## config.mk

```make
export PLATFORM = sky130hd
export DESIGN_NAME = cnmf_back
export DESIGN_NICKNAME = d
export VERILOG_FILES = /design/src/rtl/cnmf_pkg.sv /design/src/rtl/cnmf_back.sv
export SDC_FILE = /design/constraint.sdc
export NUM_CORES = 1
export LEC_CHECK = 0
export BUFFER_PORTS_ARGS = -buffer_cell sky130_fd_sc_hd__buf_2
export CAP_MARGIN = 25
export CORE_ASPECT_RATIO = 1.1
export CORE_MARGIN = 10
export CORE_UTILIZATION = 46
export CTS_BUF_LIST = sky130_fd_sc_hd__clkbuf_4 sky130_fd_sc_hd__clkbuf_8 sky130_fd_sc_hd__clkbuf_16
export DETAILED_ROUTE_END_ITERATION = 10
export PLACE_DENSITY = 0.92
export SETUP_SLACK_MARGIN = 0.1
export SYNTH_ARGS = -nofsm -noshare
export SYNTH_HDL_FRONTEND = slang
export SYNTH_SLANG_ARGS = --single-unit
```

## constraint.sdc

```tcl
create_clock -name clk -period 4.13 [get_ports clk]
set_input_delay 0.2065 -clock clk [delete_from_list [all_inputs] [get_ports clk]]
set_output_delay 0.2065 -clock clk [all_outputs]
set_load 0.05 [all_outputs]
```

## src/rtl/cnmf_pkg.sv

```systemverilog
// Shared types, constants and helpers of the cross neighbor max filter.
package cnmf_pkg;

    localparam int PIX_W = 32;
    localparam int POS_W = 10;
    localparam int CFG_W = 11;
    localparam int CFG_IDX_W = 8;
    localparam int OUT_DATA_W = 56;

    localparam logic [CFG_IDX_W-1:0] REG_FRAME_ROWS = 8'd0;
    localparam logic [CFG_IDX_W-1:0] REG_FRAME_COLS = 8'd1;

    localparam logic KIND_PIXEL = 1'b0;
    localparam logic KIND_DRAIN = 1'b1;

    localparam logic [CFG_W-1:0] ROWS_RESET = 11'd4;
    localparam logic [CFG_W-1:0] COLS_RESET = 11'd5;

    localparam int NUM_SLOTS = 3;
    localparam int SLOT_W = 2;

    localparam int QUEUE_DEPTH = 4;
    localparam int QPTR_W = 2;
    localparam int QCNT_W = 3;

    typedef logic [SLOT_W-1:0] slot_t;
    typedef logic signed [PIX_W-1:0] pix_t;

    typedef struct packed {
        logic [POS_W-1:0] row;
        logic [POS_W-1:0] col;
        logic             last;
        logic             lr_ok;
        pix_t             lr_max;
        logic             ud_ok;
        pix_t             ud_max;
    } cnmf_entry_t;

    function automatic slot_t slot_inc(slot_t s);
        slot_t r;
        r = (s == slot_t'(NUM_SLOTS - 1)) ? slot_t'(0) : s + slot_t'(1);
        return r;
    endfunction

    function automatic slot_t slot_dec(slot_t s);
        slot_t r;
        r = (s == slot_t'(0)) ? slot_t'(NUM_SLOTS - 1) : s - slot_t'(1);
        return r;
    endfunction

endpackage

```

## src/rtl/cnmf_back.sv

```systemverilog
// Back part: final maximum and the output register of the result stream.
module cnmf_back import cnmf_pkg::*; (
    input  logic             clk,
    input  logic             rst_n,
    input  logic             q_empty,
    input  cnmf_entry_t      q_head,
    output logic             pop,
    output logic             out_valid,
    input  logic             out_ready,
    output logic [POS_W-1:0] out_row,
    output logic [POS_W-1:0] out_col,
    output logic [PIX_W-1:0] out_max,
    output logic             out_last
);

    logic             out_valid_reg;
    logic [POS_W-1:0] out_row_reg;
    logic [POS_W-1:0] out_col_reg;
    pix_t             out_max_reg, out_max_next;
    logic             out_last_reg;

    assign pop = !q_empty && (!out_valid_reg || out_ready);

    always_comb
    begin
        if (q_head.lr_ok && q_head.ud_ok)
            out_max_next = (q_head.lr_max > q_head.ud_max) ? q_head.lr_max : q_head.ud_max;
        else if (q_head.lr_ok)
            out_max_next = q_head.lr_max;
        else if (q_head.ud_ok)
            out_max_next = q_head.ud_max;
        else
            out_max_next = '0;
    end

    always_ff @(posedge clk or negedge rst_n)
    begin
        if (!rst_n)
        begin
            out_valid_reg <= 1'b0;
        end
        else if (pop)
        begin
            out_valid_reg <= 1'b1;
        end
        else if (out_ready)
        begin
            out_valid_reg <= 1'b0;
        end
    end

    always_ff @(posedge clk)
    begin
        if (pop)
        begin
            out_row_reg  <= q_head.row;
            out_col_reg  <= q_head.col;
            out_max_reg  <= out_max_next;
            out_last_reg <= q_head.last;
        end
    end

    assign out_valid = out_valid_reg;
    assign out_row   = out_row_reg;
    assign out_col   = out_col_reg;
    assign out_max   = out_max_reg;
    assign out_last  = out_last_reg;

endmodule

```

==> key figures <==
Routing
  • DR vias: 2640
  • Via density: 5.37
  • DRT iter0 DRCs: 137
  • First-pass DRT Iterations: 6
  • Antenna Nets Post-Route: 0
  • DRC viols: 0
  • DR WL/cell: 18.0 um
  • Post-Route WL: 8.85 mm

Global routing
  • Met2 Use GR: 31.7%
  • First-pass GRT wire length: 13.6 mm
  • Grt met3 use: 4.12%
  • Global Route Usage Sum: 17.0%
  • Initial antenna violation count: 0
  • Total gr overflow: 0
  • Pin count of the biggest net entering global routing: 36
  • Busiest grt layer: met2
  • Met1 GRT Util: 17.5%
  • Vias in the first global route: 2753

Power and ir drop
  • Final Power: 1.38 mW
  • P_sw: 480 uW
  • Pwr dens: 354 mW/mm2
  • Static leakage: 1.86 nW
  • Clock share of power: 21.4%
  • Internal: 901 uW
  • Sw Share: 34.8%
  • IR drop worst, VDD: 0.161 mV
  • Comb pwr share: 30.4%
  • Power share of the sequential group: 48.2%

Setup path
  • R2R setup slack: 2.21 ns
  • Slowest stage delay, CP: 0.79 ns
  • Number of cells on the critical path: 11
  • Delay-heaviest family, CP: simple AND/OR/NAND/NOR gates
  • Startpoint Class: input pin
  • Critical path fanouts, max: 21
  • Slowest cell on the critical path: or4_1
  • CP most frequent cell: o21ai_1
  • Worst Setup SP: q_head[9]
  • WS Path Type: input pin to flop
  • Worst R2R Start: out_valid
  • CP required: 4.17 ns
  • Worst r2r dst: out_col[6]
  • Crit path DAT: 2.60 ns
  • Critical Path End Type: flop
  • Critical path buffers and inverters: 3
  • CP cell instances: buf_2 -> inv_1 -> ha_1 -> a21oi_1 -> o21ai_1 -> a221oi_2 -> nor2b_1 -> or4_1 -> buf_16 -> nand4_1 -> o21ai_1
  • Worst setup endpoint: out_max[16]
  • R2r worst-path depth: 2

Synthesis
  • Post-synth top flop: edfxtp_1
  • Leading area contributor after synthesis: edfxtp_1
  • Yosys cell types: 28
  • YS warnings: 0
  • Mapped cell area: 0.00296 mm2
  • Syn_nets: 389
  • Top cells by area, synth: edfxtp_1, ha_1, nand4_1
  • Asr flop ratio synth: 1.85%
  • Number of flops mapped to enable cells by yosys: 53
  • Top cells by count, synth: edfxtp_1, nand4_1, inv_1
  • Yosys reg bits: 54
  • Most frequent cell after synthesis: edfxtp_1
  • Post-synthesis sequential area ratio: 54.7%
  • Syn Inst Count: 266
  • Share of the synthesized area in the top cell type: 53.8%
  • Mean post-synth cell area: 11.1 um2

Worst hold path
  • Hold Path Class: input pin to flop

STA
  • Setup_tns: 0 ns
  • Slew at the pin with the worst max-slew slack: 0.718 ns
  • Slew Limit Headroom: 52.0%
  • Final Hold Violating Endpoints: 0
  • Tmin final: 2.56 ns
  • Fmax: 390 MHz
  • Final period util: 62.0%
  • Clock skew: 0.00473 ns
  • Slew Limit Fails: 0
  • RSZ-0062 raised after global routing: false
  • Setup WS post-layout: 1.57 ns
  • Final Setup Violations: 0

Place
  • DP Worst Slack: 1.05 ns
  • Gpl congestion: 0.859
  • PortBufs: 145
  • DP HPWL: 7.06 mm

Floorplanning
  • Top Ports: 146
  • Die extent in y: 104 um
  • Die area: 0.0100 mm2
  • Horiz. Die Dim: 96.4 um
  • Core ar.: 0.00619 mm2
  • Initial Util: 47.7%
  • Std-Cell Rows: 30

Run
  • Max-cap violations: 0

CTS
  • CTS Buffer Depth: 2
  • H-tree Lvls: 2
  • Clock transition at path regs: 0.10 ns
  • Worst-skew pair later-pin latency: 0.30 ns
  • Clock Tree Root: clkbuf_8
  • Clk sinks: 54
  • Number of buffers created by CTS: 5
  • TritonCTS clock tree: done
  • Cts repair resizes: 0
  • # Post-CTS Setup Buffers: 0

Layout
  • Final Net Count: 534
  • Largest register FFs: 32
  • N_diodes: 0
  • Area grow syn2layout: 31.9%
  • Fillers: 518
  • Proportion of layout cells with a drive suffix above 1: 39.1%

Status
  • Status: finished clean
[cells in the final DEF (no fill, tap or decap), drive strengths merged]
cell type / count
buf: 150
edfxtp: 53
nand4: 39
o21ai: 39
inv: 38
ha: 32
a21oi: 17
nand2: 12
nand3: 5
clkbuf: 5
nor2b: 2
nor3: 2
nor2: 2
clkinv: 2
and4: 1
a221oi: 1
o211ai: 1
a21o: 1
nand2b: 1
a211oi: 1
a22oi: 1
nor4: 1
o41a: 1
o211a: 1
or4: 1
clkinvlp: 1
dlygate4sd3: 1
dfrtp: 1
[power groups by stage]
stage | sequential [mW] | clock [mW] | combinational [mW]
6_report | 0.666 | 0.295 | 0.419
3_3_place_gp | 0.677 | 0 | 0.394
2_1_floorplan | 0.820 | 0 | 0.146
3_5_place_dp | 0.679 | 0 | 0.408
4_1_cts | 0.667 | 0.300 | 0.410
5_1_grt | 0.670 | 0.330 | 0.451
[how the worst min path moves through the flow]
stage | from | end | cells past startpoint
3_5_place_dp | rst_n | out_valid | 1
5_1_grt | q_head[74] | out_col[7] | 1
6_report | q_head[82] | out_row[5] | 1
3_3_place_gp | rst_n | out_valid | 1
2_1_floorplan | rst_n | out_valid | 0
4_1_cts | q_head[80] | out_row[3] | 1
[layer usage]
layer / up-vias / wire, um
met5: - / 0
met4: 0 / 182
met3: 14 / 865
met2: 124 / 4800
met1: 1208 / 3000
li1: 1294 / -
[metrics by stage]
step	utilization, %	hold WS [ns]	area (um2)	std cells
after floorplan	-	-0.0891	2960	266
after global placement	60.4	-0.0183	3740	481
after detailed placement	60.4	-0.0179	3740	481
after CTS	62.1	0.0639	3840	490
after global routing	62.9	0.0510	3900	492
final	62.9	0.0721	3900	492
[cell type report]
| cell class | count | area (um2) | share of cell area, % |
|---|---|---|---|
| sequential | 54 | 1620 | 41.5 |
| multi-input combinational | 161 | 1140 | 29.1 |
| timing repair buffer | 151 | 813 | 20.9 |
| inverter | 38 | 143 | 3.66 |
| tap | 80 | 100 | 2.57 |
| clock buffer | 5 | 68.8 | 1.77 |
| clock inverter | 3 | 21.3 | 0.546 |
[repair_timing]
action | in CTS | in global routing
hold buffers | 1 | 0
hold endpoints to repair | 1 | 0
endpoints found under the setup margin | 0 | 0
[kinds of logic (layout without fill, tap and decap cells)]
group           after synthesis  in the layout  share of synthesized area (%)
simple gates                 66             66                           12.6
compound gates               63             63                           11.9
flops                        54             54                           54.7
buf+inv                      51            197                           7.28
fa+ha+maj                    32             32                           13.5
No activity file was read; power rests on OpenSTA's default activity.
