`src/rtl/cnmf_pkg.sv`:
```
// Shared types, constants and helpers of the cross neighbor max filter.
package cnmf_pkg;

    localparam int PIX_W = 32;
    localparam int POS_W = 10;
    localparam int CFG_W = 11;
    localparam int CFG_IDX_W = 8;
    localparam int OUT_DATA_W = 56;

    localparam logic [CFG_IDX_W-1:0] REG_FRAME_ROWS = 8'd0;
    localparam logic [CFG_IDX_W-1:0] REG_FRAME_COLS = 8'd1;

    localparam logic KIND_PIXEL = 1'b0;
    localparam logic KIND_DRAIN = 1'b1;

    localparam logic [CFG_W-1:0] ROWS_RESET = 11'd4;
    localparam logic [CFG_W-1:0] COLS_RESET = 11'd5;

    localparam int NUM_SLOTS = 3;
    localparam int SLOT_W = 2;

    localparam int QUEUE_DEPTH = 4;
    localparam int QPTR_W = 2;
    localparam int QCNT_W = 3;

    typedef logic [SLOT_W-1:0] slot_t;
    typedef logic signed [PIX_W-1:0] pix_t;

    typedef struct packed {
        logic [POS_W-1:0] row;
        logic [POS_W-1:0] col;
        logic             last;
        logic             lr_ok;
        pix_t             lr_max;
        logic             ud_ok;
        pix_t             ud_max;
    } cnmf_entry_t;

    function automatic slot_t slot_inc(slot_t s);
        slot_t r;
        r = (s == slot_t'(NUM_SLOTS - 1)) ? slot_t'(0) : s + slot_t'(1);
        return r;
    endfunction

    function automatic slot_t slot_dec(slot_t s);
        slot_t r;
        r = (s == slot_t'(0)) ? slot_t'(NUM_SLOTS - 1) : s - slot_t'(1);
        return r;
    endfunction

endpackage

```
`src/rtl/cnmf_queue.sv`:
```
// Short queue of partial results between the front and back parts.
module cnmf_queue import cnmf_pkg::*; (
    input  logic              clk,
    input  logic              rst_n,
    input  logic              push,
    input  cnmf_entry_t       push_entry,
    input  logic              pop,
    output cnmf_entry_t       head,
    output logic              empty,
    output logic [QCNT_W-1:0] count
);

    cnmf_entry_t       mem [0:QUEUE_DEPTH-1];
    logic [QPTR_W-1:0] wr_ptr_reg, wr_ptr_next;
    logic [QPTR_W-1:0] rd_ptr_reg, rd_ptr_next;
    logic [QCNT_W-1:0] count_reg, count_next;

    always_comb
    begin
        wr_ptr_next = push ? wr_ptr_reg + QPTR_W'(1) : wr_ptr_reg;
        rd_ptr_next = pop ? rd_ptr_reg + QPTR_W'(1) : rd_ptr_reg;
        count_next  = count_reg + QCNT_W'(push) - QCNT_W'(pop);
    end

    always_ff @(posedge clk or negedge rst_n)
    begin
        if (!rst_n)
        begin
            wr_ptr_reg <= '0;
            rd_ptr_reg <= '0;
            count_reg  <= '0;
        end
        else
        begin
            wr_ptr_reg <= wr_ptr_next;
            rd_ptr_reg <= rd_ptr_next;
            count_reg  <= count_next;
        end
    end

    always_ff @(posedge clk)
    begin
        if (push)
        begin
            mem[wr_ptr_reg] <= push_entry;
        end
    end

    assign head  = mem[rd_ptr_reg];
    assign empty = (count_reg == '0);
    assign count = count_reg;

endmodule

```
`config.mk`:
```
export PLATFORM = sky130hd
export DESIGN_NAME = cnmf_queue
export DESIGN_NICKNAME = d
export VERILOG_FILES = /design/src/rtl/cnmf_pkg.sv /design/src/rtl/cnmf_queue.sv
export SDC_FILE = /design/constraint.sdc
export NUM_CORES = 1
export LEC_CHECK = 0
export BUFFER_PORTS_ARGS = -buffer_cell sky130_fd_sc_hd__buf_2
export CORE_UTILIZATION = 62
export CTS_BUF_LIST = sky130_fd_sc_hd__clkbuf_8
export DETAILED_ROUTE_END_ITERATION = 7
export PLACE_DENSITY = 0.83
export SETUP_SLACK_MARGIN = 0.3
export SLEW_MARGIN = 20
export SYNTH_ARGS = -nofsm -noshare
export SYNTH_HDL_FRONTEND = slang
export SYNTH_SLANG_ARGS = --single-unit
export TNS_END_PERCENT = 10
```
`constraint.sdc`:
```
create_clock -name clk -period 6 [get_ports clk]
set_clock_uncertainty 0.1 [all_clocks]
set_input_delay 0.3 -clock clk [delete_from_list [all_inputs] [get_ports clk]]
set_output_delay 0.3 -clock clk [all_outputs]
set_load 0.02 [all_outputs]
```
==> results of run 1 <==
==> synth_stat cells <==
master	n	area (um2)
fa_1	1	20.0
dfrtp_1	7	175
nor3_1	1	5.00
clkbuf_1	4	15.0
and2_1	4	25.0
xnor2_1	3	26.3
mux4_2	87	1960
inv_1	6	22.5
buf_12	1	20.0
o21ai_0	1	5.00
xor2_1	2	17.5
buf_8	1	15.0
edfxtp_1	348	10500
buf_4	6	45.0
nand2_1	2	7.51
buf_6	1	11.3
buf_2	7	35.0
ha_1	6	75.1
==> power breakdown <==
| part | internal [uW] | total, uW | switching, uW | leakage [uW] |
|---|---|---|---|---|
| clock network | 916 | 1780 | 866 | 0.000575 |
| registers | 3260 | 3450 | 196 | 0.00328 |
| logic | 995 | 2410 | 1420 | 0.00181 |
==> worst reg2reg max path: cells and delay by family, from the launching register on <==
family                   cells  cell delay, ns
adder cells (fa/ha/maj)      1            0.14
buffers and inverters        2            0.86
AND/OR/NAND/NOR              1            0.46
flip-flops                   1            0.43
==> stage by stage <==
| step | cell area [um2] | hold slack (ns) | setup slack [ns] |
|---|---|---|---|
| after floorplan | 12900 | -0.0956 | 2.80 |
| after global placement | 14100 | 0.0345 | 3.37 |
| after detailed placement | 14100 | 0.0503 | 3.34 |
| after CTS | 16000 | 0.349 | 2.74 |
| after global routing | 16000 | 0.362 | 2.63 |
| final | 16000 | 0.381 | 2.84 |
==> cells by family (layout without fill, tap and decap cells) <==
family | Yosys count | after routing
mux | 87 | 87
fa+ha+maj | 7 | 7
flops | 355 | 355
buf+inv | 26 | 383
xor+xnor | 5 | 5
compound gates | 1 | 1
simple gates | 7 | 7
other cells | 0 | 1
==> layer usage <==
| layer | global-route usage | up-vias | part of all wire |
|---|---|---|---|
| met5 | 0 | - | 0 |
| met4 | 0.0865 | 0 | 0.022 |
| met3 | 0.0475 | 41 | 0.067 |
| met2 | 0.418 | 281 | 0.53 |
| met1 | 0.323 | 3186 | 0.38 |
| li1 | - | 2727 | - |
==> worst paths after layout <==
kind / from / endpoint / slack [ns] / cells past startpoint
min reg2reg: wr_ptr_reg[0]$_DFFE_PN0P_ / wr_ptr_reg[0]$_DFFE_PN0P_ / 0.46 / 1
max reg2reg: wr_ptr_reg[0]$_DFFE_PN0P_ / mem[2][81]$_DFFE_PP_ / 3.60 / 4
max: rd_ptr_reg[0]$_DFFE_PN0P_ / head[29] / 2.84 / 3
min in group asynchronous: rst_n / wr_ptr_reg[1]$_DFFE_PN0P_ / 0.61 / 3
max in group asynchronous: rst_n / rd_ptr_reg[1]$_DFFE_PN0P_ / 4.89 / 3
min: push_entry[45] / mem[0][45]$_DFFE_PP_ / 0.38 / 2
==> final cells by class <==
cell class / instances / share of cell area
well taps: 270 / 0.0211
clock buffers: 60 / 0.0516
flip-flops and latches: 355 / 0.664
diodes: 1 / 0.000156
clock inverters: 38 / 0.0101
repair buffers: 279 / 0.117
inverters: 6 / 0.00141
multi-input cells: 107 / 0.134
==> metrics.md, run 1 <==
| Metric | Value |
|---|---|
| Sink Count | `355` |
| Worst path top cell family by delay | `buffers and inverters` |
| Netlist cell types | `18` |
| LEAKAGE | `0.00566 uW` |
| HPWL Detailed | `13300 um` |
| Clock Root Buffer | `clkbuf_8` |
| RSZ-0062 raised after global routing | `no` |
| Clock buffer depth | `3` |
| Synthesis-stage register bit count | `355` |
| Core ar. | `0.0204 mm2` |
| PwrDens | `477 mW/mm2` |
| Via/cell ratio | `5.59` |
| Main combinational cell family by area after synthesis | `multiplexers` |
| Vias in the first global route | `6806` |
| Tcrit/Tclk final | `0.527` |
| Hold Vio Cnt, Final | `0` |
| Post-synthesis compound-gate area fraction | `0.000387` |
| Initial DRC Count | `540` |
| RePlAce Congestion | `0.710` |
| XOR/XNOR Fraction of Synth Area | `0.00339` |
| Sequential share of the synthesized area | `0.822` |
| Die outline area | `0.0214 mm2` |
| GRT overflow | `0` |
| Share of cells above drive strength 1 | `0.415` |
| Htree depth | `2` |
| Initial antenna violation count | `1` |
| Maximum VDD drop | `0.565 mV` |
| Clk_lat worst skew | `0.56 ns` |
| Number of fill cells | `1016` |
| I/O Buffers | `181` |
| WL final | `25100 um` |
| Post-synthesis simple-gate area fraction | `0.00290` |
| Worst EP required | `5.60 ns` |
| Outcome | `completed` |
| Final cell count without fillers | `1116` |
| Rel. slew slack | `0.328` |
| Total GRT Usage | `0.246` |
| Critical Path Fanout Max | `36` |
| Syn_area_per_cell | `26.5 um2` |
| Power, Total | `7650 uW` |
| Crit path DAT | `2.76 ns` |
| Mapped Cells | `488` |
| Drt wl/cell | `22.5 um` |
| Commonest non-fill, non-tap cell in the layout | `edfxtp_1` |
| Worst Setup End Kind | `output port` |
| I/O pins | `182` |
| CP Cell Sequence | `buf_4 -> mux4_2 -> buf_2` |
| Multi-input logic area | `0.00215 mm2` |
| Row count | `52` |
| Yosys warnings | `0` |
| Pre-Repair DR Iteration Count | `5` |
| Slowest Stage Delay on Critical Path | `0.72 ns` |
| Final Slew Violations | `0` |
| Total CTS buffers | `52` |
| Largest net degree at the start of global routing | `81` |
| CP bufs+invs | `2` |
| Worst-path clk slew | `0.07 ns` |
| Syn_nets | `586` |
| Area grow syn2layout | `23.9%` |
| Die Ht | `146 um` |
| Commonest cells after routing, fill and taps aside | `edfxtp_1, buf_2, dlygate4sd3_1` |
| Maxcap violations | `0` |
| Synth Area in Adders | `0.00735` |
| Startpoint types | `flip-flop` |
| Total Neg Setup Slack | `0 ns` |
| Initial core utilization | `0.635` |
| Max Freq | `0.316 GHz` |
| Sequential Area | `0.0106 mm2` |
| CTS tree | `yes` |
| Critical Setup Path Class | `reg -> out` |
| Min cycle time layout | `3.16 ns` |
| Worst-Margin Slew | `1.01 ns` |
| Die W | `146 um` |
| Layout Utilization | `0.786` |
| Max FFs per register | `348` |
| Setup Buffers After CTS | `0` |
| Fraction of synthesized area in multiplexers | `0.152` |
| Routed vias | `6235` |
| Worst hold path type | `in -> reg` |
| Setup violations, final | `0` |
| Final #Nets | `899` |
| Post-route ant nets | `0` |
| CTS resizes | `0` |
| First-pass GRT wire length | `38500 um` |
| Crit-path slowest cell | `dfrtp_4` |
| Cts hold-fix bufs | `91` |
| DR DRC count | `0` |
| Cell Area, Synth | `0.0129 mm2` |
| Placed Instances | `926` |
(Power assumes the default switching activity.)
==> inputs of run 2 (changes only) <==
--- a/config.mk
+++ b/config.mk
@@ -6,10 +6,10 @@
 export NUM_CORES = 1
 export LEC_CHECK = 0
 export BUFFER_PORTS_ARGS = -buffer_cell sky130_fd_sc_hd__buf_2
-export CORE_UTILIZATION = 62
+export CORE_UTILIZATION = 53
 export CTS_BUF_LIST = sky130_fd_sc_hd__clkbuf_8
 export DETAILED_ROUTE_END_ITERATION = 7
-export PLACE_DENSITY = 0.83
+export PLACE_DENSITY = 0.76
 export SETUP_SLACK_MARGIN = 0.3
 export SLEW_MARGIN = 20
 export SYNTH_ARGS = -nofsm -noshare
==> constraint.sdc (replaced) <==
create_clock -name clk -period 2.9 [get_ports clk]
set_clock_uncertainty 0.1 [all_clocks]
set_input_delay 0.145 -clock clk [delete_from_list [all_inputs] [get_ports clk]]
set_output_delay 0.145 -clock clk [all_outputs]
set_load 0.02 [all_outputs]
==> run 2 against run 1 <==
Effect of this change: sequential cell count unchanged; wire length rose by 3.5%; combinational power increased by 130%; sequential power rose by 100%; via count increased by 1.5%; hold slack worse by 0.14 ns; non-clock buffer count is 16 higher; sequential share of layout area decreased by 1.2 points; core utilization is 9.7 points lower; design area increased by 1.9%; clock power is 100% higher; largest power group unchanged; highest routed layer unchanged.
==> metrics.md, run 2 (same netlist as run 1, synthesis figures left out) <==
| Metric | Value |
|---|---|
| Post-route ant nets | `0 (unchanged)` |
| Core ar. | `0.0237 mm2 (+16%)` |
| Outcome | `completed` |
| Startpoint types | `flip-flop` |
| Crit path DAT | `2.17 ns (-0.59 ns)` |
| Share of cells above drive strength 1 | `0.418 (+0.00235)` |
| Clk_lat worst skew | `0.55 ns (about the same)` |
| Worst hold path type | `in -> reg` |
| Total GRT Usage | `0.217 (-0.0290)` |
| Initial DRC Count | `410 (-24%)` |
| CTS tree | `yes` |
| RePlAce Congestion | `0.730 (+2.8%)` |
| Logic pwr share | `0.340 (+0.024)` |
| Sequential Area | `0.0106 mm2 (unchanged)` |
| I/O pins | `182 (unchanged)` |
| GRT overflow | `0 (unchanged)` |
| Die Ht | `158 um (+8.0%)` |
| DR DRC count | `0 (unchanged)` |
| Maxcap violations | `0 (unchanged)` |
| Via/cell ratio | `5.38 (-3.6%)` |
| Worst EP required | `2.65 ns (-2.95 ns)` |
| Worst-Margin Slew | `0.672 ns (-0.336 ns)` |
| Met3 Wirelength | `1390 um (-17%)` |
| LEAKAGE | `0.00579 uW (+2.3%)` |
| Sequential Power Share | `0.435 (-0.016)` |
| Sink Count | `355 (unchanged)` |
| Total CTS buffers | `54 (+3.8%)` |
| PwrDens | `991 mW/mm2 (+110%)` |
| Net Sw Power | `5220 uW (+110%)` |
| Clock buffer depth | `3 (unchanged)` |
| Critical Setup Path Class | `reg -> out` |
| Hold Vio Cnt, Final | `0 (unchanged)` |
| HPWL Detailed | `14600 um (+9.3%)` |
| Wire length on met1 | `10300 um (+7.9%)` |
| Maximum VDD drop | `0.703 mV (+24%)` |
| Final #Nets | `917 (+2.0%)` |
| Clock Root Buffer | `clkbuf_8` |
| Vias in the first global route | `7020 (+3.1%)` |
| Layout Utilization | `0.689 (-0.0972)` |
| RSZ-0062 raised after global routing | `no` |
| Setup violations, final | `0 (unchanged)` |
| Worst-path clk slew | `0.06 ns (about the same)` |
| Tcrit/Tclk final | `0.833` |
| Total Neg Setup Slack | `0 ns (unchanged)` |
| Die outline area | `0.0250 mm2 (+17%)` |
| First-pass GRT wire length | `39300 um (+1.9%)` |
| Number of fill cells | `1495 (+47%)` |
| Htree depth | `2 (unchanged)` |
| Top routing layer used | `met4` |
| Rel. slew slack | `0.552 (+0.224)` |
| Row count | `56 (+7.7%)` |
| Max FFs per register | `348 (unchanged)` |
| CTS resizes | `0 (unchanged)` |
| Clock power share | `0.225 (-0.008)` |
| Critical Path Fanout Max | `21 (-42%)` |
| Area grow syn2layout | `26.2%` |
| I/O Buffers | `181 (unchanged)` |
| Worst Setup End Kind | `output port` |
| Initial core utilization | `0.546 (-0.0890)` |
| Final Slew Violations | `0 (unchanged)` |
| Pint | `11000 uW (+110%)` |
| Metal2 WL | `13800 um (+3.6%)` |
| Ant. Diodes | `0 (-1)` |
| Max Freq | `0.414 GHz` |
| Die W | `158 um (+8.0%)` |
| Drt wl/cell | `22.1 um (-1.8%)` |
| WL final | `26000 um (+3.5%)` |
| Routed vias | `6331 (+1.5%)` |
| Commonest non-fill, non-tap cell in the layout | `edfxtp_1` |
| Largest net degree at the start of global routing | `40 (-51%)` |
| Commonest cells after routing, fill and taps aside | `edfxtp_1, buf_2, dlygate4sd3_1` |
| Min cycle time layout | `2.42 ns` |
| Switching part of the total | `0.323 (-0.00170)` |
| Initial antenna violation count | `0 (-1)` |
| Multi-input logic area | `0.00215 mm2 (unchanged)` |
| Pre-Repair DR Iteration Count | `4 (-1)` |
-- run 2: layout make-up --
class / count / area share
flip-flops and latches: 355 / 0.651
repair buffers: 295 / 0.132
multi-input cells: 107 / 0.132
clock buffers: 57 / 0.0481
well taps: 319 / 0.0245
clock inverters: 37 / 0.0105
inverters: 6 / 0.00138
-- run 2: repair_timing --
item,in CTS,in global routing
endpoints found under the hold margin,360,0
hold buffers,91,0
setup buffers,8,0
setup endpoints to repair,63,0
-- run 2: critical path: stages, from the launching register on --
cell and delay, ns:
dfrtp_4 0.65, buf_4 0.39, mux4_2 0.39, buf_2 0.18
-- run 2: power groups by stage --
stage	clock network, uW	registers (uW)	logic [uW]
after global routing	3940	7100	5880
after CTS	3730	7020	5570
final	3640	7030	5510
after floorplan	0	7040	3630
after global placement	0	7220	5000
after detailed placement	0	7300	5070
-- run 2: path summary, 6_finish.rpt --
| path | start | to | slack [ns] | cells after the start |
|---|---|---|---|---|
| worst max-delay path | rd_ptr_reg[1]$_DFFE_PN0P_ | head[37] | 0.48 | 3 |
| worst min-delay path | push_entry[9] | mem[3][9]$_DFFE_PP_ | 0.24 | 2 |
| worst max register to register | wr_ptr_reg[0]$_DFFE_PN0P_ | mem[0][68]$_DFFE_PP_ | 0.96 | 4 |
| worst min register to register | wr_ptr_reg[0]$_DFFE_PN0P_ | wr_ptr_reg[0]$_DFFE_PN0P_ | 0.45 | 1 |
| max in group asynchronous | rst_n | rd_ptr_reg[1]$_DFFE_PN0P_ | 1.94 | 3 |
| min in group asynchronous | rst_n | rd_ptr_reg[0]$_DFFE_PN0P_ | 0.46 | 3 |
-- run 2: routing by layer --
metal,track usage,vias up
li1,-,2771
met1,0.272,3294
met2,0.379,225
met3,0.0433,41
met4,0.0714,0
met5,0,-
-- run 2: per-stage QoR --
step	cell area, um2	power (uW)	std cells	setup slack (ns)	hold slack, ns
floorplan	12900	10700	488	-0.291	-0.251
global placement	14300	12200	983	0.679	-0.123
detailed placement	14300	12400	983	0.663	-0.109
CTS	16300	16300	1176	0.416	0.199
global route	16300	16900	1176	0.385	0.214
finish	16300	16200	1176	0.483	0.241
==> inputs of run 3 (changes only) <==
==> constraint.sdc (replaced) <==
create_clock -name clk -period 2.15 [get_ports clk]
set_clock_uncertainty 0.1 [all_clocks]
set_input_delay 0.1075 -clock clk [delete_from_list [all_inputs] [get_ports clk]]
set_output_delay 0.1075 -clock clk [all_outputs]
set_load 0.02 [all_outputs]
==> run 3 against run 2 <==
Effect of this change: the run now ends with setup timing left; global-route usage fell by 0.84 points; wire length fell by 3.1%; sequential power grew 34%; combinational power is 54% higher; register-to-register slack lost 0.56 ns; sequential share of layout area is 1.9 points lower; sequential cell count unchanged; critical path depth grew 2; hold slack got worse by 0.036 ns; core utilization grew 2.0 points; critical path type unchanged; largest power group unchanged; highest routed layer unchanged.
==> metrics.md, run 3 (same netlist as run 1, synthesis figures left out) <==
| Metric | Value |
|---|---|
| Largest net degree at the start of global routing | `40 (unchanged)` |
| Commonest non-fill, non-tap cell in the layout | `edfxtp_1` |
| Failing checks | `setup timing` |
| Clock power share | `0.221 (-0.004)` |
| Commonest cells after routing, fill and taps aside | `edfxtp_1, buf_2, dlygate4sd3_1` |
| WL final | `25200 um (-3.1%)` |
| Worst Setup End Kind | `output port` |
| Setup violations, final | `87 (+87)` |
| HPWL Detailed | `14000 um (-3.9%)` |
| RePlAce Congestion | `0.738 (+1.1%)` |
| Critical Setup Path Class | `reg -> out` |
| Total CTS buffers | `54 (unchanged)` |
| Ant. Diodes | `0 (unchanged)` |
| GR Layer Usage met3 | `0.0408 (-0.00246)` |
| Critical Path Fanout Max | `4 (-81%)` |
| Setup ws final | `-0.0972 ns (-0.580 ns)` |
| LEAKAGE | `0.00597 uW (+3.2%)` |
| Net Sw Power | `7140 uW (+37%)` |
| Clock buffer depth | `3 (unchanged)` |
| CP bufs+invs | `4 (+2)` |
| Drt wl/cell | `21.3 um (-3.6%)` |
| Crit-path slowest cell | `dfrtp_4` |
| Maximum VDD drop | `0.957 mV (+36%)` |
| CP most frequent cell | `buf_6` |
| Die W | `158 um (unchanged)` |
| Max FFs per register | `348 (unchanged)` |
| Routed vias | `6322 (-0.14%)` |
| Pint | `15800 uW (+44%)` |
| Flop2flop setup slack | `0.40 ns (-0.56 ns)` |
| Sequential Power Share | `0.409 (-0.026)` |
| Tcrit/Tclk final | `1.05` |
| Logic pwr share | `0.370 (+0.030)` |
| Core ar. | `0.0237 mm2 (unchanged)` |
| CP Cell Sequence | `buf_6 -> buf_12 -> clkbuf_16 -> mux4_2 -> buf_6` |
| Initial DRC Count | `340 (-17%)` |
| Crit path DAT | `2.04 ns (-0.13 ns)` |
| Layout Utilization | `0.709 (+0.0202)` |
| Worst-path clk slew | `0.06 ns (about the same)` |
| Critical path depth in cells | `5 (+2)` |
| GR Layer Usage met1 | `0.260 (-0.0125)` |
| Sequential Area | `0.0106 mm2 (unchanged)` |
| I/O pins | `182 (unchanged)` |
| Outcome | `finished, violations left` |
| Sink Count | `355 (unchanged)` |
| Power, Total | `23000 uW (+42%)` |
| Worst-Margin Slew | `0.340 ns (-0.332 ns)` |
| Vias in the first global route | `7053 (+0.47%)` |
| Worst path top cell family by delay | `buffers and inverters` |
| Post-route ant nets | `0 (unchanged)` |
| Die Ht | `158 um (unchanged)` |
| Number of fill cells | `1445 (-3.3%)` |
| GR peak layer | `met2` |
| I/O Buffers | `181 (unchanged)` |
| Area grow syn2layout | `29.9%` |
| Final Slew Violations | `0 (unchanged)` |
| Hold Vio Cnt, Final | `0 (unchanged)` |
| Die outline area | `0.0250 mm2 (unchanged)` |
| CTS tree | `yes` |
| Pre-Repair DR Iteration Count | `4 (unchanged)` |
| DR DRC count | `0 (unchanged)` |
| Htree depth | `2 (unchanged)` |
| Worst hold margin | `0.205 ns (-0.0364 ns)` |
| RSZ-0062 raised after global routing | `yes` |
| Via/cell ratio | `5.34 (-0.73%)` |
| Slowest Stage Delay on Critical Path | `0.48 ns (-0.17 ns)` |
| Worst hold path type | `in -> reg` |
| Min cycle time layout | `2.25 ns` |
| Clock Root Buffer | `clkbuf_8` |
| GRT overflow | `0 (unchanged)` |
| Switching part of the total | `0.311 (-0.0116)` |
| Share of cells above drive strength 1 | `0.427 (+0.00935)` |
| Startpoint types | `flip-flop` |
| PwrDens | `1370 mW/mm2 (+38%)` |
| Maxcap violations | `0 (unchanged)` |
| Initial antenna violation count | `0 (unchanged)` |
| Max Freq | `0.445 GHz` |
| Total GRT Usage | `0.208 (-0.00843)` |
| Worst EP required | `1.94 ns (-0.71 ns)` |
| Clk_lat worst skew | `0.55 ns (about the same)` |
| Final #Nets | `921 (+0.44%)` |
| First-pass GRT wire length | `38200 um (-2.8%)` |
| Rel. slew slack | `0.772 (+0.220)` |
| Row count | `56 (unchanged)` |
| Initial core utilization | `0.546 (unchanged)` |
| Multi-input logic area | `0.00216 mm2 (+0.58%)` |
| Met2 Track Usage GR | `0.371 (-0.00856)` |
| Hold Crit Depth | `2 (unchanged)` |
| R2R cell count | `7 (+3)` |
-- run 3: cell types whose count changed in the layout (fill, tap and decap cells not counted), moves of 2 or more --
| cell | delta |
|---|---|
| buf_16 | +7 |
| buf_4 | -8 |
| buf_6 | +32 |
| clkbuf_8 | +5 |
| buf_12 | +2 |
| inv_1 | -2 |
| buf_2 | -30 |
-- run 3: power groups by stage --
stage | registers [uW] | clock network, uW | logic [uW]
2_1_floorplan | 9440 | 0 | 4910
3_3_place_gp | 9430 | 0 | 7040
3_5_place_dp | 9530 | 0 | 7120
4_1_cts | 9390 | 5190 | 8440
5_1_grt | 9490 | 5470 | 9020
6_report | 9390 | 5070 | 8500
-- run 3: path summary, 6_finish.rpt --
path,from,end
setup / recovery,rd_ptr_reg[0]$_DFFE_PN0P_,head[70]
max in group asynchronous,rst_n,rd_ptr_reg[0]$_DFFE_PN0P_
min in group asynchronous,rst_n,wr_ptr_reg[0]$_DFFE_PN0P_
hold reg to reg,wr_ptr_reg[0]$_DFFE_PN0P_,wr_ptr_reg[0]$_DFFE_PN0P_
setup reg to reg,count[0]$_DFF_PN0_,count[2]$_DFF_PN0_
hold / removal,push_entry[10],mem[2][10]$_DFFE_PP_
-- run 3: cell type report --
type	instances	area share
clock buffers	62	0.0508
clock inverters	35	0.00953
inverters	6	0.00134
multi-input cells	107	0.129
flip-flops and latches	355	0.633
well taps	319	0.0238
repair buffers	299	0.153
-- run 3: repair_timing --
item                                    in CTS  in global routing
endpoints found under the setup margin      88                 88
gates cloned                                 6                  1
endpoints found under the hold margin      363                  0
pin swaps                                    2                  3
resized for setup                           58                 18
hold buffers                                91                  0
setup buffers                                6                  0
-- run 3: per-layer routing --
metal,part of all wire,vias up
met4,0.020,0
li1,-,2792
met1,0.39,3291
met5,0,-
met3,0.048,44
met2,0.54,195
-- run 3: per-stage QoR --
stage	std cells	worst slack (ns)	cell area, um2	setup TNS [ns]
CTS	1182	-0.167	16700	-10.89
finish	1183	-0.0972	16800	-5.70
floorplan	488	-0.0849	12900	-13.23
global route	1183	-0.191	16800	-14.27
global placement	982	0.370	14400	0
detailed placement	982	0.306	14400	0
